$ cat config.mk
export PLATFORM = sky130hd
export DESIGN_NAME = tdnp_datapath
export DESIGN_NICKNAME = d
export VERILOG_FILES = /design/src/rtl/tdnp_pkg.sv /design/src/rtl/tdnp_div.sv /design/src/rtl/tdnp_datapath.sv
export SDC_FILE = /design/constraint.sdc
export NUM_CORES = 1
export LEC_CHECK = 0
export BUFFER_PORTS_ARGS = -buffer_cell sky130_fd_sc_hd__buf_2
export CORE_MARGIN = 4
export CORE_UTILIZATION = 30
export DETAILED_ROUTE_END_ITERATION = 10
export PLACE_DENSITY = 0.5
export SYNTH_ARGS = -nofsm -noshare
export SYNTH_HDL_FRONTEND = slang
export SYNTH_SLANG_ARGS = --single-unit
export TNS_END_PERCENT = 30
$ cat constraint.sdc
create_clock -name aclk -period 3.2 [get_ports aclk]
set_input_delay 0.64 -clock aclk [delete_from_list [all_inputs] [get_ports aclk]]
set_output_delay 0.64 -clock aclk [all_outputs]
set_load 0.005 [all_outputs]
$ cat src/rtl/tdnp_pkg.sv
`timescale 1ns / 1ps
`default_nettype none
// ----------------------------------------------------------------------------
// tdnp_pkg
// Shared types and fixed field widths for the trial division number
// properties block.
// ----------------------------------------------------------------------------
package tdnp_pkg;

    // result field widths
    localparam int PRIME_W     = 1;
    localparam int DTOT_W      = 11;
    localparam int TOP_W       = 31;
    localparam int OUT_FIELD_W = PRIME_W + DTOT_W + TOP_W;
    localparam int OUT_TDATA_W = ((OUT_FIELD_W + 7) / 8) * 8;

    // controller to datapath commands
    typedef struct packed {
        logic load;        // capture the input word, clear the counters
        logic div_start;   // launch one trial division
        logic sel_top;     // divide the reduced value instead of the input
        logic cnt_update;  // fold a division result into the divisor count
        logic top_init;    // start the largest factor pass
        logic strip2;      // remove one factor of two
        logic top_update;  // fold a division result into the factor pass
        logic top_finish;  // take the leftover cofactor if it is a prime
        logic out_load;    // move the results into the output register
    } tdnp_cmd_t;

    // datapath to controller status
    typedef struct packed {
        logic neg_zero;    // input is zero or negative
        logic div_done;    // division result available
        logic bound_ok;    // trial divisor is at most the quotient
        logic fresh;       // first division with the current trial divisor
        logic m_even;      // reduced value still even
        logic out_full;    // output register holds an untaken word
    } tdnp_status_t;

endpackage
`default_nettype wire

$ cat src/rtl/tdnp_div.sv
`timescale 1ns / 1ps
`default_nettype none
// ----------------------------------------------------------------------------
// tdnp_div
// Restoring unsigned divider, one quotient bit per cycle. Quotient and
// remainder hold until the next start.
// ----------------------------------------------------------------------------
module tdnp_div #(
    parameter int WIDTH = 32
) (
    input  wire logic             aclk,
    input  wire logic             aresetn,
    input  wire logic             start,
    input  wire logic [WIDTH-1:0] dividend,
    input  wire logic [WIDTH-1:0] divisor,
    output logic                  done,
    output logic      [WIDTH-1:0] quot,
    output logic      [WIDTH-1:0] rem
);

    localparam int CNT_W = $clog2(WIDTH + 1);

    logic [CNT_W-1:0] cnt_reg, cnt_next;
    logic             done_reg, done_next;
    logic [WIDTH-1:0] rem_reg, rem_next;
    logic [WIDTH-1:0] quo_reg, quo_next;
    logic [WIDTH-1:0] dvs_reg, dvs_next;
    logic [WIDTH:0]   shifted;
    logic [WIDTH:0]   diff;

    // one shift and trial subtract
    assign shifted = {rem_reg, quo_reg[WIDTH-1]};
    assign diff    = shifted - {1'b0, dvs_reg};

    always_comb begin
        cnt_next  = cnt_reg;
        done_next = 1'b0;
        rem_next  = rem_reg;
        quo_next  = quo_reg;
        dvs_next  = dvs_reg;
        if (start) begin
            cnt_next = CNT_W'(WIDTH);
            rem_next = '0;
            quo_next = dividend;
            dvs_next = divisor;
        end else if (cnt_reg != '0) begin
            cnt_next  = cnt_reg - CNT_W'(1);
            done_next = (cnt_reg == CNT_W'(1));
            if (!diff[WIDTH]) begin
                rem_next = diff[WIDTH-1:0];
                quo_next = {quo_reg[WIDTH-2:0], 1'b1};
            end else begin
                rem_next = shifted[WIDTH-1:0];
                quo_next = {quo_reg[WIDTH-2:0], 1'b0};
            end
        end
    end

    always_ff @(posedge aclk) begin
        if (!aresetn) begin
            cnt_reg  <= '0;
            done_reg <= 1'b0;
        end else begin
            cnt_reg  <= cnt_next;
            done_reg <= done_next;
        end
        rem_reg <= rem_next;
        quo_reg <= quo_next;
        dvs_reg <= dvs_next;
    end

    assign done = done_reg;
    assign quot = quo_reg;
    assign rem  = rem_reg;

endmodule
`default_nettype wire

$ cat src/rtl/tdnp_datapath.sv
`timescale 1ns / 1ps
`default_nettype none
// ----------------------------------------------------------------------------
// tdnp_datapath
// Operand, counter and factor registers around one shared divider, plus the
// output register.
// ----------------------------------------------------------------------------
module tdnp_datapath
    import tdnp_pkg::*;
#(
    parameter int VALUE_WIDTH = 32
) (
    input  wire logic                   aclk,
    input  wire logic                   aresetn,
    input  wire tdnp_cmd_t              cmd,
    output tdnp_status_t                status,
    input  wire logic [VALUE_WIDTH-1:0] value,
    output logic                        m_tvalid,
    input  wire logic                   m_tready,
    output logic [OUT_TDATA_W-1:0]      m_tdata
);

    localparam int W  = VALUE_WIDTH;
    localparam int IW = VALUE_WIDTH / 2 + 2;
    localparam int CW = VALUE_WIDTH / 2 + 2;

    logic [W-1:0]  n_reg, n_next;
    logic [W-1:0]  m_reg, m_next;
    logic [W-1:0]  top_reg, top_next;
    logic [IW-1:0] i_reg, i_next;
    logic [CW-1:0] c_reg, c_next;
    logic          fresh_reg, fresh_next;
    logic          valid_reg, valid_next;
    logic [OUT_TDATA_W-1:0] data_reg, data_next;

    logic          div_done;
    logic [W-1:0]  quot;
    logic [W-1:0]  rem;
    logic [W-1:0]  i_ext;
    logic [W-1:0]  dividend;
    logic          quot_eq;

    logic [CW+DTOT_W-1:0] c_wide;
    logic [W+TOP_W-1:0]   top_wide;

    assign i_ext    = {{(W-IW){1'b0}}, i_reg};
    assign dividend = cmd.sel_top ? m_reg : n_reg;
    assign quot_eq  = (quot == i_ext);

    tdnp_div #(
        .WIDTH(W)
    ) u_div (
        .aclk     (aclk),
        .aresetn  (aresetn),
        .start    (cmd.div_start),
        .dividend (dividend),
        .divisor  (i_ext),
        .done     (div_done),
        .quot     (quot),
        .rem      (rem)
    );

    // fit the counters to the fixed output fields
    assign c_wide   = {{DTOT_W{1'b0}}, c_reg};
    assign top_wide = {{TOP_W{1'b0}}, top_reg};

    // advance the working registers on command
    always_comb begin
        n_next     = n_reg;
        m_next     = m_reg;
        top_next   = top_reg;
        i_next     = i_reg;
        c_next     = c_reg;
        fresh_next = fresh_reg;
        if (cmd.load) begin
            n_next   = value;
            i_next   = IW'(1);
            c_next   = '0;
            top_next = W'(1);
        end
        if (cmd.cnt_update) begin
            if (rem == '0) begin
                c_next = c_reg + (quot_eq ? CW'(1) : CW'(2));
            end
            i_next = i_reg + IW'(1);
        end
        if (cmd.top_init) begin
            m_next     = n_reg;
            top_next   = W'(1);
            i_next     = IW'(3);
            fresh_next = 1'b1;
        end
        if (cmd.strip2) begin
            m_next   = {1'b0, m_reg[W-1:1]};
            top_next = W'(2);
        end
        if (cmd.top_update) begin
            if (rem == '0) begin
                top_next   = i_ext;
                m_next     = quot;
                fresh_next = 1'b0;
            end else begin
                i_next     = i_reg + IW'(2);
                fresh_next = 1'b1;
            end
        end
        if (cmd.top_finish && (m_reg > W'(2))) begin
            top_next = m_reg;
        end
    end

    // hold the result word until it is taken
    always_comb begin
        valid_next = valid_reg;
        data_next  = data_reg;
        if (valid_reg && m_tready) begin
            valid_next = 1'b0;
        end
        if (cmd.out_load) begin
            valid_next = 1'b1;
            data_next  = {{(OUT_TDATA_W-OUT_FIELD_W){1'b0}},
                          top_wide[TOP_W-1:0],
                          c_wide[DTOT_W-1:0],
                          (c_reg == CW'(2))};
        end
    end

    always_ff @(posedge aclk) begin
        if (!aresetn) begin
            valid_reg <= 1'b0;
        end else begin
            valid_reg <= valid_next;
        end
        n_reg     <= n_next;
        m_reg     <= m_next;
        top_reg   <= top_next;
        i_reg     <= i_next;
        c_reg     <= c_next;
        fresh_reg <= fresh_next;
        data_reg  <= data_next;
    end

    assign status.neg_zero = n_reg[W-1] || (n_reg == '0);
    assign status.div_done = div_done;
    assign status.bound_ok = (i_ext <= quot);
    assign status.fresh    = fresh_reg;
    assign status.m_even   = !m_reg[0];
    assign status.out_full = valid_reg;

    assign m_tvalid = valid_reg;
    assign m_tdata  = data_reg;

endmodule
`default_nettype wire

==> run metrics <==
pin count of the biggest net entering global routing 94; Sink Count 265; drt total wl 34,200 um; Max Clock Freq 317 MHz; GRT Total Usage 0.145; HPWL Detailed 24,800 um; # IOs 99; Rows 75; Die Wd between 200 and 250 um; most common cell in the netlist nor2_1; share of cells above drive strength 1 0.169; Port Buffers 93; area of the core 42,000 um^2; via count 9,999; Synth cell types 61; vias in the first global route approximately 9,900; Tmin final between 3000 and 4000 ps; fin. max-slew vios 0; max_cap viols 0; crit end category primary output; Async S/R FF share, synth 0; Post-DP Area between 10,000 and 15,000 um^2; CTS buffer count 30; unrepaired setup endpoints after global routing true; hold slack final 245 ps; max reg flops 43; Worst-path clk slew ~60 ps; Slew headroom 0.407; Peak supply drop 0.377 mV; Warnings, synthesis 0; final setup fails 0; Req. time, crit path 2560 ps; area delta synth->final 20.7%; Ant. Diodes 0; Power per Cell Area 762 nW/um^2; CTS Buffer Depth 3; Placer Congestion ~0.85; worst skew pair latency 570 ps; final global-route overflow total 0; CP max FO 2; CP startpoint kind register; initial antenna violation count 1; Leak 0.00622 uW; final hold viol count 0; die height ~210 um; first-pass GRT wire length between 50,000 and 60,000 um; design area ~15,000 um^2; Final nets around 1,600; initial DRC count between 700 and 800; most frequent cells after synthesis nor2_1 (158), dfxtp_1 (138), edfxtp_1 (127); root buffer cell clkbuf_16; routed length per instance 16.8 um; htree depth 1; #FFs+latches synth 265; full die area approximately 46,000 um^2; number of remaining DRC errors 0; EDFF count, synth ~130; fin crit share 0.986; Final Skew 14.5 ps; worst hold path type input pin to register; outcome finished, final reports clean; routed vias/inst between 4 and 5; share of the yosys chip area belonging to registers 0.514; largest cells by area after synthesis edfxtp_1 (30%), dfxtp_1 (22%), mux2i_1 (6.3%); most used flip-flop cell after synthesis dfxtp_1; synthesized area per cell about 9.6 um^2; crit path kind register to primary output; DRT antenna net count 0; Pre-antenna DRT Iters 5; final worst slack roughly 45 ps; WP data arrival 2510 ps; share of the synthesized area in the top cell type 0.298; worst-margin pin slew ~890 ps; total power about 12,000 uW; CTS tree done; dpl ws -53.1 ps; area leader, netlist edfxtp_1; Starting Density 0.304; Mapped Area 12,800 um^2; synthesized instance count about 1,300
## path summary, 6_finish.rpt
path | from | end | slack, ps | cells past startpoint
worst min-delay path | value[16] | n_reg[16]$_DFFE_PP_ | 240 | 1
worst max register to register | u_div.quot[0]$_DFFE_PP_ | c_reg[17]$_DFF_P_ | 110 | 16
worst max-delay path | u_div.quot[1]$_DFFE_PP_ | status[3] | 50 | 12
worst min register to register | top_reg[30]$_DFF_P_ | m_tdata[42]$_DFFE_PP_ | 430 | 0
## final cells by class
class / instances / area, um^2
Clock inverter: 16 / 170
Tap cell: 539 / 674
Timing Repair Buffer: 179 / 1190
Multi-Input combinational cell: 928 / 5770
Fill cell: 4277 / 26600
Clock buffer: 40 / 810
Sequential cell: 265 / 6580
Inverter: 62 / 233
## critical path, cell delays in order, from the launching register on
cell and delay, ps:
edfxtp_1 420, inv_2 100, ha_4 200, nor2b_4 120
o21a_1 160, o21ai_1 130, nand2b_1 80, a21oi_2 150
nor2b_2 60, o21ai_2 160, o2111ai_2 140, nand3_2 140
buf_6 100
## cells in the final DEF, fill, tap and decap left out, types with 6 or more instances in the layout
cell type	Yosys	routed
buf_2	3	91
ha_1	43	42
and3_1	13	11
dfxtp_1	138	138
inv_1	61	60
mux2i_1	81	80
buf_4	8	81
a21oi_1	121	119
o211ai_1	7	7
a22oi_1	16	16
xor2_1	17	17
nor3_1	16	14
clkbuf_16	0	31
nand4_1	20	20
nor4_1	37	36
nand2b_1	12	12
o21ai_0	52	50
nand3_1	32	31
nor2b_1	11	9
xnor2_1	27	26
edfxtp_1	127	127
nand2_1	106	106
o21a_1	8	8
o31ai_1	6	6
nor2_1	158	156
o21ai_1	61	61
a211oi_1	20	20
buf_12	0	6
clkbuf_1	52	9
## layer usage
layer | global-route usage | vias to the layer above | wire length [um]
li1 | - | 5069 | -
met1 | 0.190 | 4729 | 15600
met2 | 0.254 | 160 | 16900
met3 | 0.0196 | 41 | 1100
met4 | 0.0370 | 0 | 627
met5 | 0 | - | 0
## timing repair
item                                    4_1_cts  5_1_grt
pin swaps                                     3        6
endpoints found under the setup margin        2       14
hold buffers                                  0        0
resized for setup                             9       11
buffers inserted                              1        3
## cells by family after synthesis
kind of cell / count (synthesis) / share of synthesized area
simple gates: 426 / 0.154
compound gates: 326 / 0.148
flops: 265 / 0.514
buf+inv: 137 / 0.0436
mux: 82 / 0.0643
fa+ha+maj: 45 / 0.0452
xor+xnor: 44 / 0.0301
other cells: 1 / 0.000293
## power breakdown
group / total [uW] / switching, uW / internal (uW)
registers: 4670 / 491 / 4180
logic: 3670 / 2020 / 1650
clock network: 3420 / 1400 / 2020
total: 11800 / 3910 / 7850
## through the flow
step / utilization / setup TNS [ps] / cells
after detailed placement: 0.341 / -53.1 / 1969
after CTS: 0.365 / -25.2 / 2026
after global placement: 0.341 / 0 / 1969
after floorplan: - / 0 / 1330
final: 0.367 / 0 / 2029
after global routing: 0.367 / -242 / 2029
Power figures use the tool's default switching activity.
